===== config.mk =====
export PLATFORM = sky130hd
export DESIGN_NAME = bbd_ctrl
export DESIGN_NICKNAME = d
export VERILOG_FILES = /design/src/rtl/bbd_pkg.sv /design/src/rtl/bbd_ctrl.sv
export SDC_FILE = /design/constraint.sdc
export NUM_CORES = 1
export LEC_CHECK = 0
export ABC_AREA = 1
export BUFFER_PORTS_ARGS = -buffer_cell sky130_fd_sc_hd__buf_2
export CAP_MARGIN = 20
export CORE_MARGIN = 1.5
export CORE_UTILIZATION = 55
export CTS_CLUSTER_SIZE = 16
export DETAILED_ROUTE_END_ITERATION = 8
export GPL_ROUTABILITY_DRIVEN = 1
export PLACE_DENSITY = 0.81
export SETUP_SLACK_MARGIN = 0.5
export SYNTH_ARGS = -nofsm -noshare
export SYNTH_HDL_FRONTEND = slang
export SYNTH_SLANG_ARGS = --single-unit

===== constraint.sdc =====
create_clock -name clock -period 2.24 [get_ports clock]
set_clock_uncertainty 0.1 [all_clocks]
set_input_delay 0.112 -clock clock [delete_from_list [all_inputs] [get_ports clock]]
set_output_delay 0.112 -clock clock [all_outputs]
set_load 0.01 [all_outputs]

===== src/rtl/bbd_pkg.sv =====
// ----------------------------------------------------------------------------
// bbd_pkg
// Shared constants, types and helper functions of the Bayer demosaic block.
// ----------------------------------------------------------------------------
package bbd_pkg;

   // Frame geometry limits.
   localparam int MAX_WIDTH  = 1024;
   localparam int MAX_HEIGHT = 4096;

   // Counter and size widths that follow from the limits.
   localparam int COL_W = $clog2(MAX_WIDTH);
   localparam int WID_W = $clog2(MAX_WIDTH + 1);
   localparam int ROW_W = $clog2(MAX_HEIGHT);
   localparam int HGT_W = $clog2(MAX_HEIGHT + 1);

   // Pixel and line memory entry widths.
   localparam int PIX_W  = 8;
   localparam int LINE_W = 2 * PIX_W;

   // Register file port widths.
   localparam int CFG_WIDTH_W  = 11;
   localparam int CFG_HEIGHT_W = 13;
   localparam int CSR_DATA_W   = 13;
   localparam int CSR_INDEX_W  = 2;

   // Register indexes.
   typedef enum logic [CSR_INDEX_W-1:0] {
      CSR_FRAME_WIDTH  = 2'd0,
      CSR_FRAME_HEIGHT = 2'd1
   } csr_index_type;

   // Request operations.
   typedef enum logic {
      OP_SAMPLE = 1'b0,
      OP_DRAIN  = 1'b1
   } op_type;

   // Position information of the pixel that a request emits.
   typedef struct packed {
      logic emit;
      logic has_up;
      logic has_down;
      logic has_left;
      logic has_right;
      logic even_row;
      logic even_col;
      logic frame_end;
   } pix_type;

   // One request on its way into the line memory.
   typedef struct packed {
      logic             is_sample;
      logic [COL_W-1:0] column;
      pix_type          pix;
   } item_type;

   // 3x3 neighborhood, indexed [row][column], row 0 on top, column 0 on the left.
   typedef logic [2:0][2:0][PIX_W-1:0] win_type;

   // Clamp the programmed width into the supported range.
   function automatic logic [WID_W-1:0] clamp_width(input logic [CFG_WIDTH_W-1:0] value);
      if (int'(value) < 2) begin
         return WID_W'(2);
      end else if (int'(value) > MAX_WIDTH) begin
         return WID_W'(MAX_WIDTH);
      end else begin
         return WID_W'(value);
      end
   endfunction

   // Clamp the programmed height into the supported range.
   function automatic logic [HGT_W-1:0] clamp_height(input logic [CFG_HEIGHT_W-1:0] value);
      if (int'(value) < 2) begin
         return HGT_W'(2);
      end else if (int'(value) > MAX_HEIGHT) begin
         return HGT_W'(MAX_HEIGHT);
      end else begin
         return HGT_W'(value);
      end
   endfunction

endpackage


===== src/rtl/bbd_ctrl.sv =====
// ----------------------------------------------------------------------------
// bbd_ctrl
// Frame registers and position counters. Classifies each request and tags it
// with the line memory column and the position of the pixel it emits.
// ----------------------------------------------------------------------------
module bbd_ctrl (
   input  logic                               clock,
   input  logic                               reset,
   input  logic                               csr_write,
   input  logic [bbd_pkg::CSR_INDEX_W-1:0]    csr_index,
   input  logic [bbd_pkg::CSR_DATA_W-1:0]     csr_wdata,
   input  logic                               accept,
   input  logic                               req_operation,
   output logic                               kept,
   output bbd_pkg::item_type                  item
);

   logic [bbd_pkg::WID_W-1:0] width_ff, width_in;
   logic [bbd_pkg::HGT_W-1:0] height_ff, height_in;
   logic [bbd_pkg::COL_W-1:0] icol_ff, icol_in;
   logic [bbd_pkg::ROW_W-1:0] irow_ff, irow_in;
   logic [bbd_pkg::COL_W-1:0] ocol_ff, ocol_in;
   logic [bbd_pkg::ROW_W-1:0] orow_ff, orow_in;
   logic                      draining_ff, draining_in;

   logic                      is_drain;
   logic                      emit;
   logic                      lin_ok;
   logic [bbd_pkg::WID_W-1:0] width_m1;
   logic [bbd_pkg::HGT_W-1:0] height_m1;
   logic                      out_last_col, out_last_row;
   logic                      in_last_col, in_last_row;

   // Request classification and pixel position flags.
   always_comb begin
      is_drain     = (req_operation == bbd_pkg::OP_DRAIN);
      width_m1     = width_ff - 1'b1;
      height_m1    = height_ff - 1'b1;
      out_last_col = (bbd_pkg::WID_W'(ocol_ff) == width_m1);
      out_last_row = (bbd_pkg::HGT_W'(orow_ff) == height_m1);
      in_last_col  = (bbd_pkg::WID_W'(icol_ff) == width_m1);
      in_last_row  = (bbd_pkg::HGT_W'(irow_ff) == height_m1);
      // The first pixel appears once one row and one sample have gone by.
      lin_ok       = (irow_ff > bbd_pkg::ROW_W'(1)) ||
                     ((irow_ff == bbd_pkg::ROW_W'(1)) && (icol_ff != '0));

      kept = is_drain ? draining_ff : !draining_ff;
      emit = is_drain ? draining_ff : (!draining_ff && lin_ok);

      item.is_sample = !is_drain;
      // A drain step still reads the column right of the emitted pixel.
      if (is_drain) begin
         item.column = out_last_col ? '0 : ocol_ff + 1'b1;
      end else begin
         item.column = icol_ff;
      end
      item.pix.emit      = emit;
      item.pix.has_up    = (orow_ff != '0);
      item.pix.has_down  = !out_last_row;
      item.pix.has_left  = (ocol_ff != '0);
      item.pix.has_right = !out_last_col;
      item.pix.even_row  = !orow_ff[0];
      item.pix.even_col  = !ocol_ff[0];
      item.pix.frame_end = out_last_col && out_last_row;
   end

   // Next state of registers and counters.
   always_comb begin
      width_in    = width_ff;
      height_in   = height_ff;
      icol_in     = icol_ff;
      irow_in     = irow_ff;
      ocol_in     = ocol_ff;
      orow_in     = orow_ff;
      draining_in = draining_ff;

      if (csr_write) begin
         case (csr_index)
            bbd_pkg::CSR_FRAME_WIDTH: begin
               width_in    = bbd_pkg::clamp_width(csr_wdata[bbd_pkg::CFG_WIDTH_W-1:0]);
               icol_in     = '0;
               irow_in     = '0;
               ocol_in     = '0;
               orow_in     = '0;
               draining_in = 1'b0;
            end
            bbd_pkg::CSR_FRAME_HEIGHT: begin
               height_in   = bbd_pkg::clamp_height(csr_wdata[bbd_pkg::CFG_HEIGHT_W-1:0]);
               icol_in     = '0;
               irow_in     = '0;
               ocol_in     = '0;
               orow_in     = '0;
               draining_in = 1'b0;
            end
            default: begin
            end
         endcase
      end else if (accept) begin
         // Output position advances with every emitted pixel.
         if (emit) begin
            if (out_last_col) begin
               ocol_in = '0;
               if (out_last_row) begin
                  orow_in     = '0;
                  draining_in = 1'b0;
               end else begin
                  orow_in = orow_ff + 1'b1;
               end
            end else begin
               ocol_in = ocol_ff + 1'b1;
            end
         end
         // Input position advances with every sample of the frame.
         if (!is_drain && !draining_ff) begin
            if (in_last_col) begin
               icol_in = '0;
               if (in_last_row) begin
                  irow_in     = '0;
                  draining_in = 1'b1;
               end else begin
                  irow_in = irow_ff + 1'b1;
               end
            end else begin
               icol_in = icol_ff + 1'b1;
            end
         end
      end
   end

   // State registers.
   always_ff @(posedge clock) begin
      if (reset) begin
         width_ff    <= bbd_pkg::clamp_width(bbd_pkg::CFG_WIDTH_W'(1024));
         height_ff   <= bbd_pkg::clamp_height(bbd_pkg::CFG_HEIGHT_W'(1024));
         icol_ff     <= '0;
         irow_ff     <= '0;
         ocol_ff     <= '0;
         orow_ff     <= '0;
         draining_ff <= 1'b0;
      end else begin
         width_ff    <= width_in;
         height_ff   <= height_in;
         icol_ff     <= icol_in;
         irow_ff     <= irow_in;
         ocol_ff     <= ocol_in;
         orow_ff     <= orow_in;
         draining_ff <= draining_in;
      end
   end

endmodule


==> qor.yml <==
powerDensity_mw_per_mm2: 426.4
rsz0062_at_grt: "yes"
grt_pass1_wl_mm: 30.11
drive_gt1_share_pct: 32.21
area_growth_syn_to_layout_pct: 33.71
setup_violations: 44
antenna_found_initial: 0
end_kind: "primary output"
slew_headroom_pct: 43.06
clock-root-buffer: "clkbuf_8"
fmax_ghz: 0.4027
slowest_delay_ns: 0.33
synthesis.area_mm2: 0.005582
peakVddDrop_v: 0.0004690
synthDistinctLibCells: 40
hpwl_mm: 12.54
critical_path.max_fanout: 7
globalplace.congestion: 0.9833
antennaDiodeCount: 0
drt_iter0_drc: 831
cap_violations: 0
fin_ws_ns: -0.2431
cts.sinks: 69
place_area_mm2: 0.006176
globalRouteOverflowTotal: 0
fin_nets: 1092
vias_per_cell: 5.696
top_level_ports: 40
cp.arrival_ns: 2.27
status: "finished with violations"
avgSynthCellArea_um2: 5.976
drt.antenna.violating_nets: 0
first_global_vias: 6191
setup-tns-final_ns: -4.321
io_buffers: 39
clock_latency_ns: 0.38
dieWidth_um: 103.7
cts_made_buffers: 9
postLayoutCoreUtil_pct: 76.01
worst_ep_required_time_ns: 2.03
synth_nets: 966
netlist_instances: 934
route.detailed.drc: 0
slew_violations: 0
wl_per_cell_um: 15.82
violations: "setup timing"
dr.pass1.iters: 8
globalRouteTotalUtil_pct: 34.49
path_common_cell: "nand3_2"
tritoncts: "yes"
busiest_layer: "met2"
die_h_um: 103.7
routed_wl_mm: 18.96
hold_violations: 0
synth_seq_cells: 69
path_class: "register to primary output"
vias: 6824
std_cell_rows: 36
worstMarginPinSlew_ns: 0.8464
use_met1_pct: 46.21
grt_max_degree: 34
slowest_stage: "dfxtp_2"
path_clk_slew_ns: 0.07
htree_num_levels: 3
ys_seq_area_share_pct: 24.75
cts.path.max_buffers: 2
dieArea_mm2: 0.01076
use_met2_pct: 54.95
cp_cell_sequence: "buf_6, nor2_4, nand3_2, clkinv_2, nand3_2, nand3_2, nand3_2, inv_2, nand2_2, nor2_4, nor2_2, nand2_2, o21ai_2, buf_2"
yosysWarnings: 0
start_kind: "register"
min_period_ns: 2.483
coreArea_mm2: 0.009819
grtUsageMet3_pct: 8.685
initial_core_util_pct: 56.84
leakagePower_nw: 3.312
hp-class: "input port to register"
fin_crit_sh_pct: 110.9
fin_area_mm2: 0.007463
-- kinds of logic (layout without fill, tap and decap cells) --
group | count (synthesis) | after routing | share of synthesized area, %
DFF | 69 | 69 | 24.75
adders and majority gates | 12 | 12 | 2.690
xor gates and xnor gates | 15 | 15 | 2.354
and+or+nand+nor | 642 | 643 | 53.87
buffers and inverters | 134 | 264 | 10.09
AOI/OAI and AO/OA | 62 | 62 | 6.254
-- cells in the mapped netlist --
master | count | share of area (%)
a211oi_1 | 1 | 0.13
a21oi_1 | 37 | 3.3
a21oi_4 | 2 | 0.58
a221oi_1 | 1 | 0.16
a22oi_1 | 1 | 0.13
and2_1 | 1 | 0.11
and3_1 | 1 | 0.11
buf_1 | 1 | 0.067
buf_12 | 1 | 0.36
buf_2 | 4 | 0.36
buf_4 | 1 | 0.13
buf_6 | 4 | 0.81
clkbuf_1 | 7 | 0.47
clkbuf_4 | 1 | 0.13
clkinv_1 | 2 | 0.13
clkinv_2 | 1 | 0.090
dfxtp_1 | 69 | 25
ha_1 | 12 | 2.7
inv_1 | 107 | 7.2
inv_2 | 5 | 0.34
nand2_1 | 305 | 21
nand2_2 | 12 | 1.3
nand2_4 | 9 | 1.8
nand2_8 | 2 | 0.72
nand3_1 | 109 | 9.8
nand3_2 | 9 | 1.6
nand3b_1 | 4 | 0.54
nand4_1 | 38 | 4.3
nor2_1 | 98 | 6.6
nor2_2 | 22 | 2.5
nor2_4 | 8 | 1.6
nor3_1 | 16 | 1.4
nor3_2 | 1 | 0.18
nor4_1 | 4 | 0.45
o211ai_1 | 3 | 0.40
o21ai_0 | 14 | 1.3
o21ai_1 | 3 | 0.27
or2_2 | 3 | 0.34
xnor2_1 | 1 | 0.16
xor2_1 | 14 | 2.2
-- per-layer routing --
metal / part of all wire, % / vias up
met4: 3.9 / 0
met3: 11 / 76
met1: 41 / 3056
li1: - / 3256
met2: 44 / 436
met5: 0 / -
-- report_power, final --
part	leakage (nW)	switching [mW]	total [mW]	internal [mW]
registers	0.569	0.0308	1.28	1.24
clock network	0.0964	0.527	1.07	0.542
logic	2.65	0.521	0.838	0.316
-- stage by stage --
step | instances | setup WS [ns] | hold slack, ns | total power, mW
2_1_floorplan | 934 | 0.1416 | 0.1337 | 1.766
3_3_place_gp | 1119 | 0.06350 | 0.2834 | 1.932
3_5_place_dp | 1119 | 0.009270 | 0.2886 | 1.937
4_1_cts | 1188 | -0.1855 | 0.004362 | 3.103
5_1_grt | 1198 | -0.3647 | 0.05997 | 3.324
6_report | 1198 | -0.2431 | 0.02772 | 3.182
-- worst max-delay path, delay by kind of cell, from the launching register on --
family                 cells  cell delay, ns
DFF                        1            0.33
buffers and inverters      4            0.40
and+or+nand+nor            9            1.11
AOI/OAI and AO/OA          1            0.06
-- path summary, 6_finish.rpt --
path	startpoint	end	slack, ns	cells after the start
max reg2reg	width_ff[0]	irow_ff[11]	-0.16	20
min	accept	draining_ff	0.03	5
min reg2reg	ocol_ff[1]	ocol_ff[1]	0.41	2
max	width_ff[1]	item[17]	-0.24	14
-- placed cells by master (no fill, tap or decap), types with 29 or more instances in the layout --
| cell | count |
|---|---|
| nor2_1 | 75 |
| nand4_1 | 38 |
| nand2_1 | 271 |
| inv_1 | 87 |
| nand2_2 | 40 |
| buf_2 | 34 |
| nor2_2 | 29 |
| nand3_1 | 97 |
| dfxtp_1 | 50 |
| buf_4 | 59 |
| a21oi_1 | 32 |
-- final cells by class --
type                            count  area [µm²]
Fill cell                         743        2356
Clock buffer                       12       145.1
Multi-Input combinational cell    732        4172
Tap cell                          133       166.4
Clock inverter                      4       47.55
Sequential cell                    69        1423
Inverter                          115       457.9
Timing Repair Buffer              133        1052
-- registers in the layout, summed over array words and instances (netlist names) --
| register | flops |
|---|---|
| ocol_ff | 10 |
| icol_ff | 10 |
| height_ff | 13 |
| width_ff | 11 |
| irow_ff | 12 |
| draining_ff | 1 |
| orow_ff | 12 |
-- repair_timing --
action / CTS / global route
hold endpoints to repair: 24 / 0
endpoints found under the setup margin: 59 / 80
pin swaps: 53 / 25
buffers inserted: 36 / 10
hold buffers: 16 / 0
gates cloned: 1 / 0
gates resized for setup: 129 / 58
Power figures use the tool's default switching activity.
