[src/rtl/bbd_pkg.sv]
// ----------------------------------------------------------------------------
// bbd_pkg
// Shared constants, types and helper functions of the Bayer demosaic block.
// ----------------------------------------------------------------------------
package bbd_pkg;

   // Frame geometry limits.
   localparam int MAX_WIDTH  = 1024;
   localparam int MAX_HEIGHT = 4096;

   // Counter and size widths that follow from the limits.
   localparam int COL_W = $clog2(MAX_WIDTH);
   localparam int WID_W = $clog2(MAX_WIDTH + 1);
   localparam int ROW_W = $clog2(MAX_HEIGHT);
   localparam int HGT_W = $clog2(MAX_HEIGHT + 1);

   // Pixel and line memory entry widths.
   localparam int PIX_W  = 8;
   localparam int LINE_W = 2 * PIX_W;

   // Register file port widths.
   localparam int CFG_WIDTH_W  = 11;
   localparam int CFG_HEIGHT_W = 13;
   localparam int CSR_DATA_W   = 13;
   localparam int CSR_INDEX_W  = 2;

   // Register indexes.
   typedef enum logic [CSR_INDEX_W-1:0] {
      CSR_FRAME_WIDTH  = 2'd0,
      CSR_FRAME_HEIGHT = 2'd1
   } csr_index_type;

   // Request operations.
   typedef enum logic {
      OP_SAMPLE = 1'b0,
      OP_DRAIN  = 1'b1
   } op_type;

   // Position information of the pixel that a request emits.
   typedef struct packed {
      logic emit;
      logic has_up;
      logic has_down;
      logic has_left;
      logic has_right;
      logic even_row;
      logic even_col;
      logic frame_end;
   } pix_type;

   // One request on its way into the line memory.
   typedef struct packed {
      logic             is_sample;
      logic [COL_W-1:0] column;
      pix_type          pix;
   } item_type;

   // 3x3 neighborhood, indexed [row][column], row 0 on top, column 0 on the left.
   typedef logic [2:0][2:0][PIX_W-1:0] win_type;

   // Clamp the programmed width into the supported range.
   function automatic logic [WID_W-1:0] clamp_width(input logic [CFG_WIDTH_W-1:0] value);
      if (int'(value) < 2) begin
         return WID_W'(2);
      end else if (int'(value) > MAX_WIDTH) begin
         return WID_W'(MAX_WIDTH);
      end else begin
         return WID_W'(value);
      end
   endfunction

   // Clamp the programmed height into the supported range.
   function automatic logic [HGT_W-1:0] clamp_height(input logic [CFG_HEIGHT_W-1:0] value);
      if (int'(value) < 2) begin
         return HGT_W'(2);
      end else if (int'(value) > MAX_HEIGHT) begin
         return HGT_W'(MAX_HEIGHT);
      end else begin
         return HGT_W'(value);
      end
   endfunction

endpackage

[src/rtl/bbd_interp.sv]
// ----------------------------------------------------------------------------
// bbd_interp
// Bilinear interpolation: masks out-of-frame neighbors, sums the rest per
// color, then divides by the neighbor count into the output register.
// ----------------------------------------------------------------------------
module bbd_interp (
   input  logic                          clock,
   input  logic                          reset,
   input  logic                          p2_load,
   input  bbd_pkg::pix_type              p2_pix,
   input  bbd_pkg::win_type              win,
   input  logic                          rsp_stall,
   output logic                          p3_free,
   output logic                          rsp_valid,
   output logic [bbd_pkg::PIX_W-1:0]     rsp_blue,
   output logic [bbd_pkg::PIX_W-1:0]     rsp_green,
   output logic [bbd_pkg::PIX_W-1:0]     rsp_red,
   output logic                          rsp_frame_end
);

   localparam int SUM_W = bbd_pkg::PIX_W + 2;
   localparam int CNT_W = 3;

   typedef struct packed {
      logic [SUM_W-1:0] sum;
      logic [CNT_W-1:0] cnt;
   } chan_type;

   logic                      p3_valid_ff, p3_valid_in;
   chan_type                  p3_blue_ff, p3_green_ff, p3_red_ff;
   logic                      p3_fe_ff;
   logic                      rsp_valid_ff, rsp_valid_in;
   logic [bbd_pkg::PIX_W-1:0] rsp_blue_ff, rsp_green_ff, rsp_red_ff;
   logic                      rsp_fe_ff;

   logic                      out_free;
   logic [SUM_W-1:0]          up, dn, lf, rt, ul, ur, dl, dr;
   chan_type                  own, ortho, diag, horiz, vert;
   chan_type                  blue, green, red;

   // Truncated mean of up to four 8-bit values; a third is taken by reciprocal.
   function automatic logic [bbd_pkg::PIX_W-1:0] mean(input chan_type ch);
      logic [SUM_W+10:0] prod;
      prod = ch.sum * 11'd683;
      case (ch.cnt)
         3'd1:    return ch.sum[bbd_pkg::PIX_W-1:0];
         3'd2:    return ch.sum[bbd_pkg::PIX_W:1];
         3'd3:    return prod[bbd_pkg::PIX_W+10:11];
         3'd4:    return ch.sum[bbd_pkg::PIX_W+1:2];
         default: return '0;
      endcase
   endfunction

   // Neighbors that lie outside the frame count as zero and are not counted.
   always_comb begin
      up = p2_pix.has_up    ? SUM_W'(win[0][1]) : '0;
      dn = p2_pix.has_down  ? SUM_W'(win[2][1]) : '0;
      lf = p2_pix.has_left  ? SUM_W'(win[1][0]) : '0;
      rt = p2_pix.has_right ? SUM_W'(win[1][2]) : '0;
      ul = (p2_pix.has_up   && p2_pix.has_left)  ? SUM_W'(win[0][0]) : '0;
      ur = (p2_pix.has_up   && p2_pix.has_right) ? SUM_W'(win[0][2]) : '0;
      dl = (p2_pix.has_down && p2_pix.has_left)  ? SUM_W'(win[2][0]) : '0;
      dr = (p2_pix.has_down && p2_pix.has_right) ? SUM_W'(win[2][2]) : '0;

      own.sum   = SUM_W'(win[1][1]);
      own.cnt   = CNT_W'(1);
      ortho.sum = up + dn + lf + rt;
      ortho.cnt = CNT_W'(p2_pix.has_up) + CNT_W'(p2_pix.has_down) +
                  CNT_W'(p2_pix.has_left) + CNT_W'(p2_pix.has_right);
      diag.sum  = ul + ur + dl + dr;
      diag.cnt  = CNT_W'(p2_pix.has_up && p2_pix.has_left) +
                  CNT_W'(p2_pix.has_up && p2_pix.has_right) +
                  CNT_W'(p2_pix.has_down && p2_pix.has_left) +
                  CNT_W'(p2_pix.has_down && p2_pix.has_right);
      horiz.sum = lf + rt;
      horiz.cnt = CNT_W'(p2_pix.has_left) + CNT_W'(p2_pix.has_right);
      vert.sum  = up + dn;
      vert.cnt  = CNT_W'(p2_pix.has_up) + CNT_W'(p2_pix.has_down);
   end

   // Color role by Bayer phase: red at even/even, blue at odd/odd.
   always_comb begin
      case ({p2_pix.even_row, p2_pix.even_col})
         2'b11: begin
            red   = own;
            green = ortho;
            blue  = diag;
         end
         2'b00: begin
            blue  = own;
            green = ortho;
            red   = diag;
         end
         2'b10: begin
            green = own;
            red   = horiz;
            blue  = vert;
         end
         default: begin
            green = own;
            blue  = horiz;
            red   = vert;
         end
      endcase
   end

   // Handshake of the sum stage and the output register.
   always_comb begin
      out_free     = !rsp_valid_ff || !rsp_stall;
      p3_free      = !p3_valid_ff || out_free;
      p3_valid_in  = p2_load || (p3_valid_ff && !out_free);
      rsp_valid_in = out_free ? p3_valid_ff : rsp_valid_ff;
   end

   always_ff @(posedge clock) begin
      if (reset) begin
         p3_valid_ff  <= 1'b0;
         rsp_valid_ff <= 1'b0;
      end else begin
         p3_valid_ff  <= p3_valid_in;
         rsp_valid_ff <= rsp_valid_in;
      end
   end

   // Sum stage and output register payloads.
   always_ff @(posedge clock) begin
      if (p2_load) begin
         p3_blue_ff  <= blue;
         p3_green_ff <= green;
         p3_red_ff   <= red;
         p3_fe_ff    <= p2_pix.frame_end;
      end
      if (out_free && p3_valid_ff) begin
         rsp_blue_ff  <= mean(p3_blue_ff);
         rsp_green_ff <= mean(p3_green_ff);
         rsp_red_ff   <= mean(p3_red_ff);
         rsp_fe_ff    <= p3_fe_ff;
      end
   end

   assign rsp_valid     = rsp_valid_ff;
   assign rsp_blue      = rsp_blue_ff;
   assign rsp_green     = rsp_green_ff;
   assign rsp_red       = rsp_red_ff;
   assign rsp_frame_end = rsp_fe_ff;

endmodule

[config.mk]
export PLATFORM = sky130hd
export DESIGN_NAME = bbd_interp
export DESIGN_NICKNAME = d
export VERILOG_FILES = /design/src/rtl/bbd_pkg.sv /design/src/rtl/bbd_interp.sv
export SDC_FILE = /design/constraint.sdc
export NUM_CORES = 1
export LEC_CHECK = 0
export BUFFER_PORTS_ARGS = -buffer_cell sky130_fd_sc_hd__buf_2
export CELL_PAD_IN_SITES_DETAIL_PLACEMENT = 1
export CELL_PAD_IN_SITES_GLOBAL_PLACEMENT = 1
export CORE_UTILIZATION = 30
export DETAILED_ROUTE_END_ITERATION = 10
export PLACE_DENSITY = 0.65
export SLEW_MARGIN = 15
export SYNTH_ARGS = -nofsm -noshare
export SYNTH_HDL_FRONTEND = slang
export SYNTH_SLANG_ARGS = --single-unit
[constraint.sdc]
create_clock -name clock -period 6.4 [get_ports clock]
set_input_delay 1.28 -clock clock [delete_from_list [all_inputs] [get_ports clock]]
set_output_delay 1.28 -clock clock [all_outputs]
set_load 0.01 [all_outputs]
==> impl_metrics.toml, run 1 <==
[grt]
grt_pass1_vias = 8471
use_met1_pct = 21.9
grt_first_pass_wirelength_um = 44300
grt_antenna_before_repair = 2
grtUsageTotal_pct = 15.9
grt_max_degree = 42
grt_overflow = 0
use_met2_pct = 25.7
busiest_layer = "met2"
use_met3_pct = 1.89

[pwr]
power.density_nw_per_um2 = 500
leakage_nw = 5.99
p_total_mw = 5.94
peakVddDrop_mv = 0.253

[floorplan]
dieArea_um2 = 35900
ios = 111
coreArea_um2 = 34500
row_count = 68
die_h_um = 189
fp.dieW_um = 189
start_util_pct = 30.5

[placement]
portBuffers = 109
dp_cells = 1617
dp_hpwl_um = 23700
gp_congestion = 0.836

[clocking]
cts_tree = "done"
insertion_delay_ns = 0.36
post_cts_buffers = 0
root_buffer = "clkbuf_16"
hold_buffers = 0
cts.clk_slew.worst_paths_ns = 0.06
ctsResizeCount = 0
cts_made_buffers = 9
h-tree-depth = 3
clock-sinks = 67
clk_path_buf_depth = 2

[critical_path]
crit_fanout = 20
arrival_ns = 5.22
end_kind = "flop"
start_kind = "input pin"
path_class = "in -> reg"
worstPathRequired_ns = 6.49

[timing]
relSlewSlack_pct = 34.4
finalSetupTns_ns = 0
fin_skew_ns = 0.00855
worst_pin_slew_ns = 0.983
finalMaxSlewViolations = 0
fmax_mhz = 195
final_hold_viol_count = 0
whs_ns = 0.421
min_period_over_period_pct = 80.2
rsz0062_at_grt = "no"
finalSetupViolCount = 0
fin_crit_ns = 5.13

[drt]
dr.first_iter.drc_count = 415
wl_per_cell_um = 16.9
wirelength_um = 27600
dr_total_vias = 7988
antenna_left = 0
drc = 0
via_per_inst = 4.89
drtPass1Iterations = 5

[final_layout]
drive_above_1_share_pct = 12.5
fin_cells = 1634
syn_to_final_growth_pct = 12.7
fin_util_pct = 34.4
nNetsFinal = 1565

[synth]
synth_cell_types = 66
ys_seq_area_share_pct = 18.9
synth.most_common_cell = "ha_1"
synth_nets = 1471
yosys_warnings = 0
ys_top_cells_by_count = "ha_1 (216), inv_1 (194), fa_1 (92)"
syn-cell-area_um2 = 10500
ys_top_cells_by_area = "ha_1 (26%), edfxtp_1 (19%), fa_1 (17%)"
synth_top_cell_area_share_pct = 25.6
avgSynthCellArea_um2 = 9.77
ys.flop_type = "edfxtp_1"
ys_async_sr_fraction_pct = 0
synthCells = 1079
yosysTopAreaCell = "ha_1"
synth_edf_count = 65
ys_seq_elements = 67

[hold_path]
min_path_type = "reg -> reg"

[flow_run]
drv_cap = 0

[status]
status = "complete, no violations"
-- layer usage --
| metal | up-vias | part of all wire, % |
|---|---|---|
| met2 | 163 | 45 |
| met1 | 3863 | 49 |
| met5 | - | 0.087 |
| met4 | 4 | 2.1 |
| met3 | 33 | 4.0 |
| li1 | 3925 | - |
-- where the power goes --
| group | internal (mW) | switching, mW |
|---|---|---|
| Sequential | 0.586 | 0.0820 |
| Clock | 0.340 | 0.215 |
| Combinational | 2.05 | 2.67 |
-- critical path, cell delays in order --
cell and delay, ns:
buf_2 0.33, and2_1 0.44, nand2_1 0.13, fa_1 0.51, inv_1 0.05, fa_1 0.43, ha_1 0.23, fa_1 0.47
a21o_1 0.20, a21oi_1 0.24, nand2b_1 0.16, a21oi_1 0.08, xor2_1 0.20, a221o_1 0.32, a2bb2oi_1 0.13
-- layout make-up --
| type | instances | area [um^2] |
|---|---|---|
| fillers | 4103 | 22700 |
| multi-input cells | 790 | 7710 |
| flip-flops and latches | 67 | 1990 |
| inverters | 195 | 732 |
| well taps | 455 | 569 |
| repair buffers | 110 | 553 |
| clock buffers | 9 | 225 |
| clock inverters | 7 | 91.3 |
| diodes | 1 | 2.50 |
-- per-stage QoR --
stage | cell area, um^2 | worst slack (ns)
floorplan | 10500 | 1.29
global placement | 11600 | 0.973
detailed placement | 11600 | 0.894
CTS | 11900 | 1.27
global route | 11900 | 1.03
finish | 11900 | 1.27
-- logic make-up after synthesis --
group	count (synthesis)	synth area share, %
AOI/OAI and AO/OA	209	14.0
xor gates and xnor gates	57	4.81
adders and majority gates	308	43.1
buffers and inverters	222	8.00
DFF	67	18.9
muxes	16	1.60
and+or+nand+nor	200	9.53
-- registers in the layout (all words and copies together), names as in the netlist --
register and count:
rsp_red 8, rsp_green 8, rsp_blue 8, p3_red_ff 13, p3_fe_ff 1, rsp_frame_end 1, p3_blue_ff 13, p3_valid_ff 1
rsp_valid 1, p3_green_ff 13
-- layout by cell type (no fill, tap or decap), types with 4 or more instances in the layout --
cell type / netlist / routed
and3_1: 8 / 8
mux2_2: 6 / 6
a22oi_1: 31 / 31
clkbuf_16: 0 / 9
o21ai_0: 23 / 23
nor3_1: 7 / 7
a211oi_1: 4 / 4
xnor2_1: 31 / 31
xor2_1: 25 / 25
a221o_1: 7 / 7
inv_1: 194 / 194
o221ai_1: 19 / 19
nor3b_1: 4 / 4
nand2_1: 73 / 73
o31ai_1: 4 / 4
buf_2: 0 / 109
edfxtp_1: 65 / 65
nor2b_1: 11 / 11
fa_1: 92 / 92
nand3_1: 5 / 5
o21a_1: 4 / 4
a222oi_1: 5 / 5
nand2b_1: 9 / 9
o21ai_1: 8 / 8
a31oi_1: 5 / 5
a21oi_1: 43 / 43
a21o_1: 25 / 25
nor2_1: 39 / 39
ha_1: 216 / 216
mux2i_1: 9 / 9
and2_1: 22 / 22
-- worst paths after layout --
kind / cells past startpoint / start / slack [ns] / to
max: 15 / p2_pix[3] / 1.27 / p3_blue_ff[10]$_DFFE_PP_
min: 0 / p3_fe_ff$_DFFE_PP_ / 0.42 / rsp_frame_end$_DFFE_PP_
max reg2reg: 16 / p3_blue_ff[8]$_DFFE_PP_ / 1.36 / rsp_blue[6]$_DFFE_PP_
min reg2reg: 0 / p3_fe_ff$_DFFE_PP_ / 0.42 / rsp_frame_end$_DFFE_PP_
(Power assumes the default switching activity.)
==> run 2: changes to the inputs <==
--- a/config.mk
+++ b/config.mk
@@ -10,7 +10,7 @@
 export CELL_PAD_IN_SITES_GLOBAL_PLACEMENT = 1
 export CORE_UTILIZATION = 30
 export DETAILED_ROUTE_END_ITERATION = 10
-export PLACE_DENSITY = 0.65
+export PLACE_DENSITY = 0.67
 export SLEW_MARGIN = 15
 export SYNTH_ARGS = -nofsm -noshare
 export SYNTH_HDL_FRONTEND = slang
==> constraint.sdc (replaced) <==
create_clock -name clock -period 4.37 [get_ports clock]
set_input_delay 0.874 -clock clock [delete_from_list [all_inputs] [get_ports clock]]
set_output_delay 0.874 -clock clock [all_outputs]
set_load 0.01 [all_outputs]
==> run 2 against run 1 <==
Total power up 100%. Combinational power increased by 120%. Critical path type is now reg -> reg. The flow now finishes with violations (setup timing). Register-to-register slack got worse by 1.5 ns. Global-route usage rose by 1.7 points. Highest routed layer unchanged. Setup slack lost 1.4 ns. Count of clock-buffer cells in the layout up 2. Sequential share of layout area is 2.5 points lower. Non-clock buffer count up 146. Sequential power increased by 41%. Final area grew 17%.
==> impl_metrics.toml, run 2 (same netlist as run 1, synthesis figures left out) <==
[final_layout]
nNetsFinal = 1711
multi_input_area_um2 = 8620
regArea_um2 = 1990
fin_util_pct = 40.3
n_fill_cell = 3970
largestRegisters = "p3_blue_ff x13, p3_green_ff x13, p3_red_ff x13"
layout_common_cells = "inv_1 (182), ha_1 (170), buf_4 (134), buf_2 (109), fa_1 (88)"
fin_cells = 1781
syn_to_final_growth_pct = 32.2
drive_above_1_share_pct = 30.0
layout_commonest_cell = "inv_1"

[drt]
antenna_left = 0
via_per_inst = 4.91
dr.first_iter.drc_count = 414
dr_total_vias = 8736
wirelength_um = 32000
drtPass1Iterations = 5
wl_per_cell_um = 18.0
drc = 0

[timing]
final_hold_viol_count = 0
worst_pin_slew_ns = 1.07
fin_ws_ns = -0.155
finalSetupViolCount = 18
rsz0062_at_grt = "yes"
min_period_over_period_pct = 104
fin_crit_ns = 4.52
fmax_mhz = 221
relSlewSlack_pct = 28.9
fin_skew_ns = 0.0133
finalMaxSlewViolations = 0

[grt]
grt_pass1_vias = 9485
grt_antenna_before_repair = 3
grt_max_degree = 42
grt_overflow = 0
grtUsageTotal_pct = 17.6
grt_first_pass_wirelength_um = 49600

[clocking]
insertion_delay_ns = 0.36
root_buffer = "clkbuf_16"
cts_tree = "done"
clk_path_buf_depth = 2
cts.clk_slew.worst_paths_ns = 0.06
hold_buffers = 0
h-tree-depth = 3
cts_made_buffers = 9
clock-sinks = 67

[floorplan]
fp.dieW_um = 189
dieArea_um2 = 35900
ios = 111
coreArea_um2 = 34500
row_count = 68
die_h_um = 189
start_util_pct = 30.5

[critical_path]
start_kind = "flop"
path_class = "reg -> reg"
crit_slowest_cell = "fa_1"
end_kind = "flop"
arrival_ns = 4.60
path_delay_family = "adder cells"
worstPathRequired_ns = 4.44
max_stage_delay_ns = 0.53
path_buf_inv = 5
crit_path_cell_trace = "ha_4, ha_4, inv_2, fa_1, inv_1, fa_1, inv_2, fa_1, inv_2, ha_4, a21oi_4, o22ai_4, o31ai_2, a22oi_2, buf_6, a31oi_2, xor2_1, o221ai_1"
crit_fanout = 6

[hold_path]
min_path_type = "reg -> reg"

[status]
violations = "setup timing"
status = "finished with violations"

[pwr]
p_total_mw = 12.1
peakVddDrop_mv = 0.610
leakage_nw = 6.75
power.density_nw_per_um2 = 872

[placement]
gp_congestion = 0.856
dp_cells = 1736
dp_hpwl_um = 25600
portBuffers = 109

[flow_run]
drv_cap = 0
-- run 2: per-layer routing --
layer  track usage [%]  share of wire [%]  up-vias
met4              6.20                2.5        2
met1              23.1                 46     4307
met2              30.2                 48      165
met5                 0              0.025        -
met3              1.46                3.2       45
li1                  -                  -     4217
-- run 2: where the power goes --
group | switching [mW] | internal [mW] | total [mW]
Sequential | 0.0832 | 0.858 | 0.942
Clock | 0.308 | 0.498 | 0.807
Combinational | 5.28 | 5.12 | 10.4
Total | 5.67 | 6.47 | 12.1
-- run 2: cell type report --
| cell class | instances | area share, % |
|---|---|---|
| antenna | 2 | 0.0359 |
| clock inverter | 5 | 0.557 |
| clock buffer | 11 | 1.67 |
| multi-input combinational | 790 | 61.8 |
| inverter | 195 | 5.27 |
| sequential | 67 | 14.3 |
| tap | 455 | 4.09 |
| timing repair buffer | 256 | 12.2 |
-- run 2: worst reg2reg max path, stage by stage (launching register included) --
cell and delay, ns:
edfxtp_1 0.48, ha_4 0.30, ha_4 0.26, inv_2 0.03
fa_1 0.52, inv_1 0.06, fa_1 0.50, inv_2 0.04
fa_1 0.53, inv_2 0.06, ha_4 0.22, a21oi_4 0.17
o22ai_4 0.10, o31ai_2 0.20, a22oi_2 0.12, buf_6 0.16
a31oi_2 0.19, xor2_1 0.18, o221ai_1 0.13
-- run 2: through the flow --
stage	worst slack, ns	hold WS [ns]	setup TNS, ns	cell area (um^2)
after floorplan	-0.0134	0.400	-0.0134	10600
after global placement	-0.198	0.400	-2.86	12500
after detailed placement	-0.270	0.406	-4.85	12500
after CTS	-0.133	0.421	-1.45	13300
after global routing	-0.349	0.445	-4.44	13900
final	-0.155	0.421	-1.11	13900
-- run 2: path summary, 6_finish.rpt --
kind | startpoint | endpoint | slack, ns | cells after the start
worst min register to register | p3_fe_ff$_DFFE_PP_ | rsp_frame_end$_DFFE_PP_ | 0.42 | 0
worst min-delay path | p3_fe_ff$_DFFE_PP_ | rsp_frame_end$_DFFE_PP_ | 0.42 | 0
worst max-delay path | p3_red_ff[10]$_DFFE_PP_ | rsp_red[4]$_DFFE_PP_ | -0.15 | 18
worst max register to register | p3_red_ff[10]$_DFFE_PP_ | rsp_red[4]$_DFFE_PP_ | -0.15 | 18
-- run 2: what timing repair did --
| item | in CTS | in global routing |
|---|---|---|
| setup endpoints to repair | 21 | 26 |
| buffers inserted | 16 | 14 |
| pin swaps | 48 | 78 |
| resized for setup | 49 | 78 |
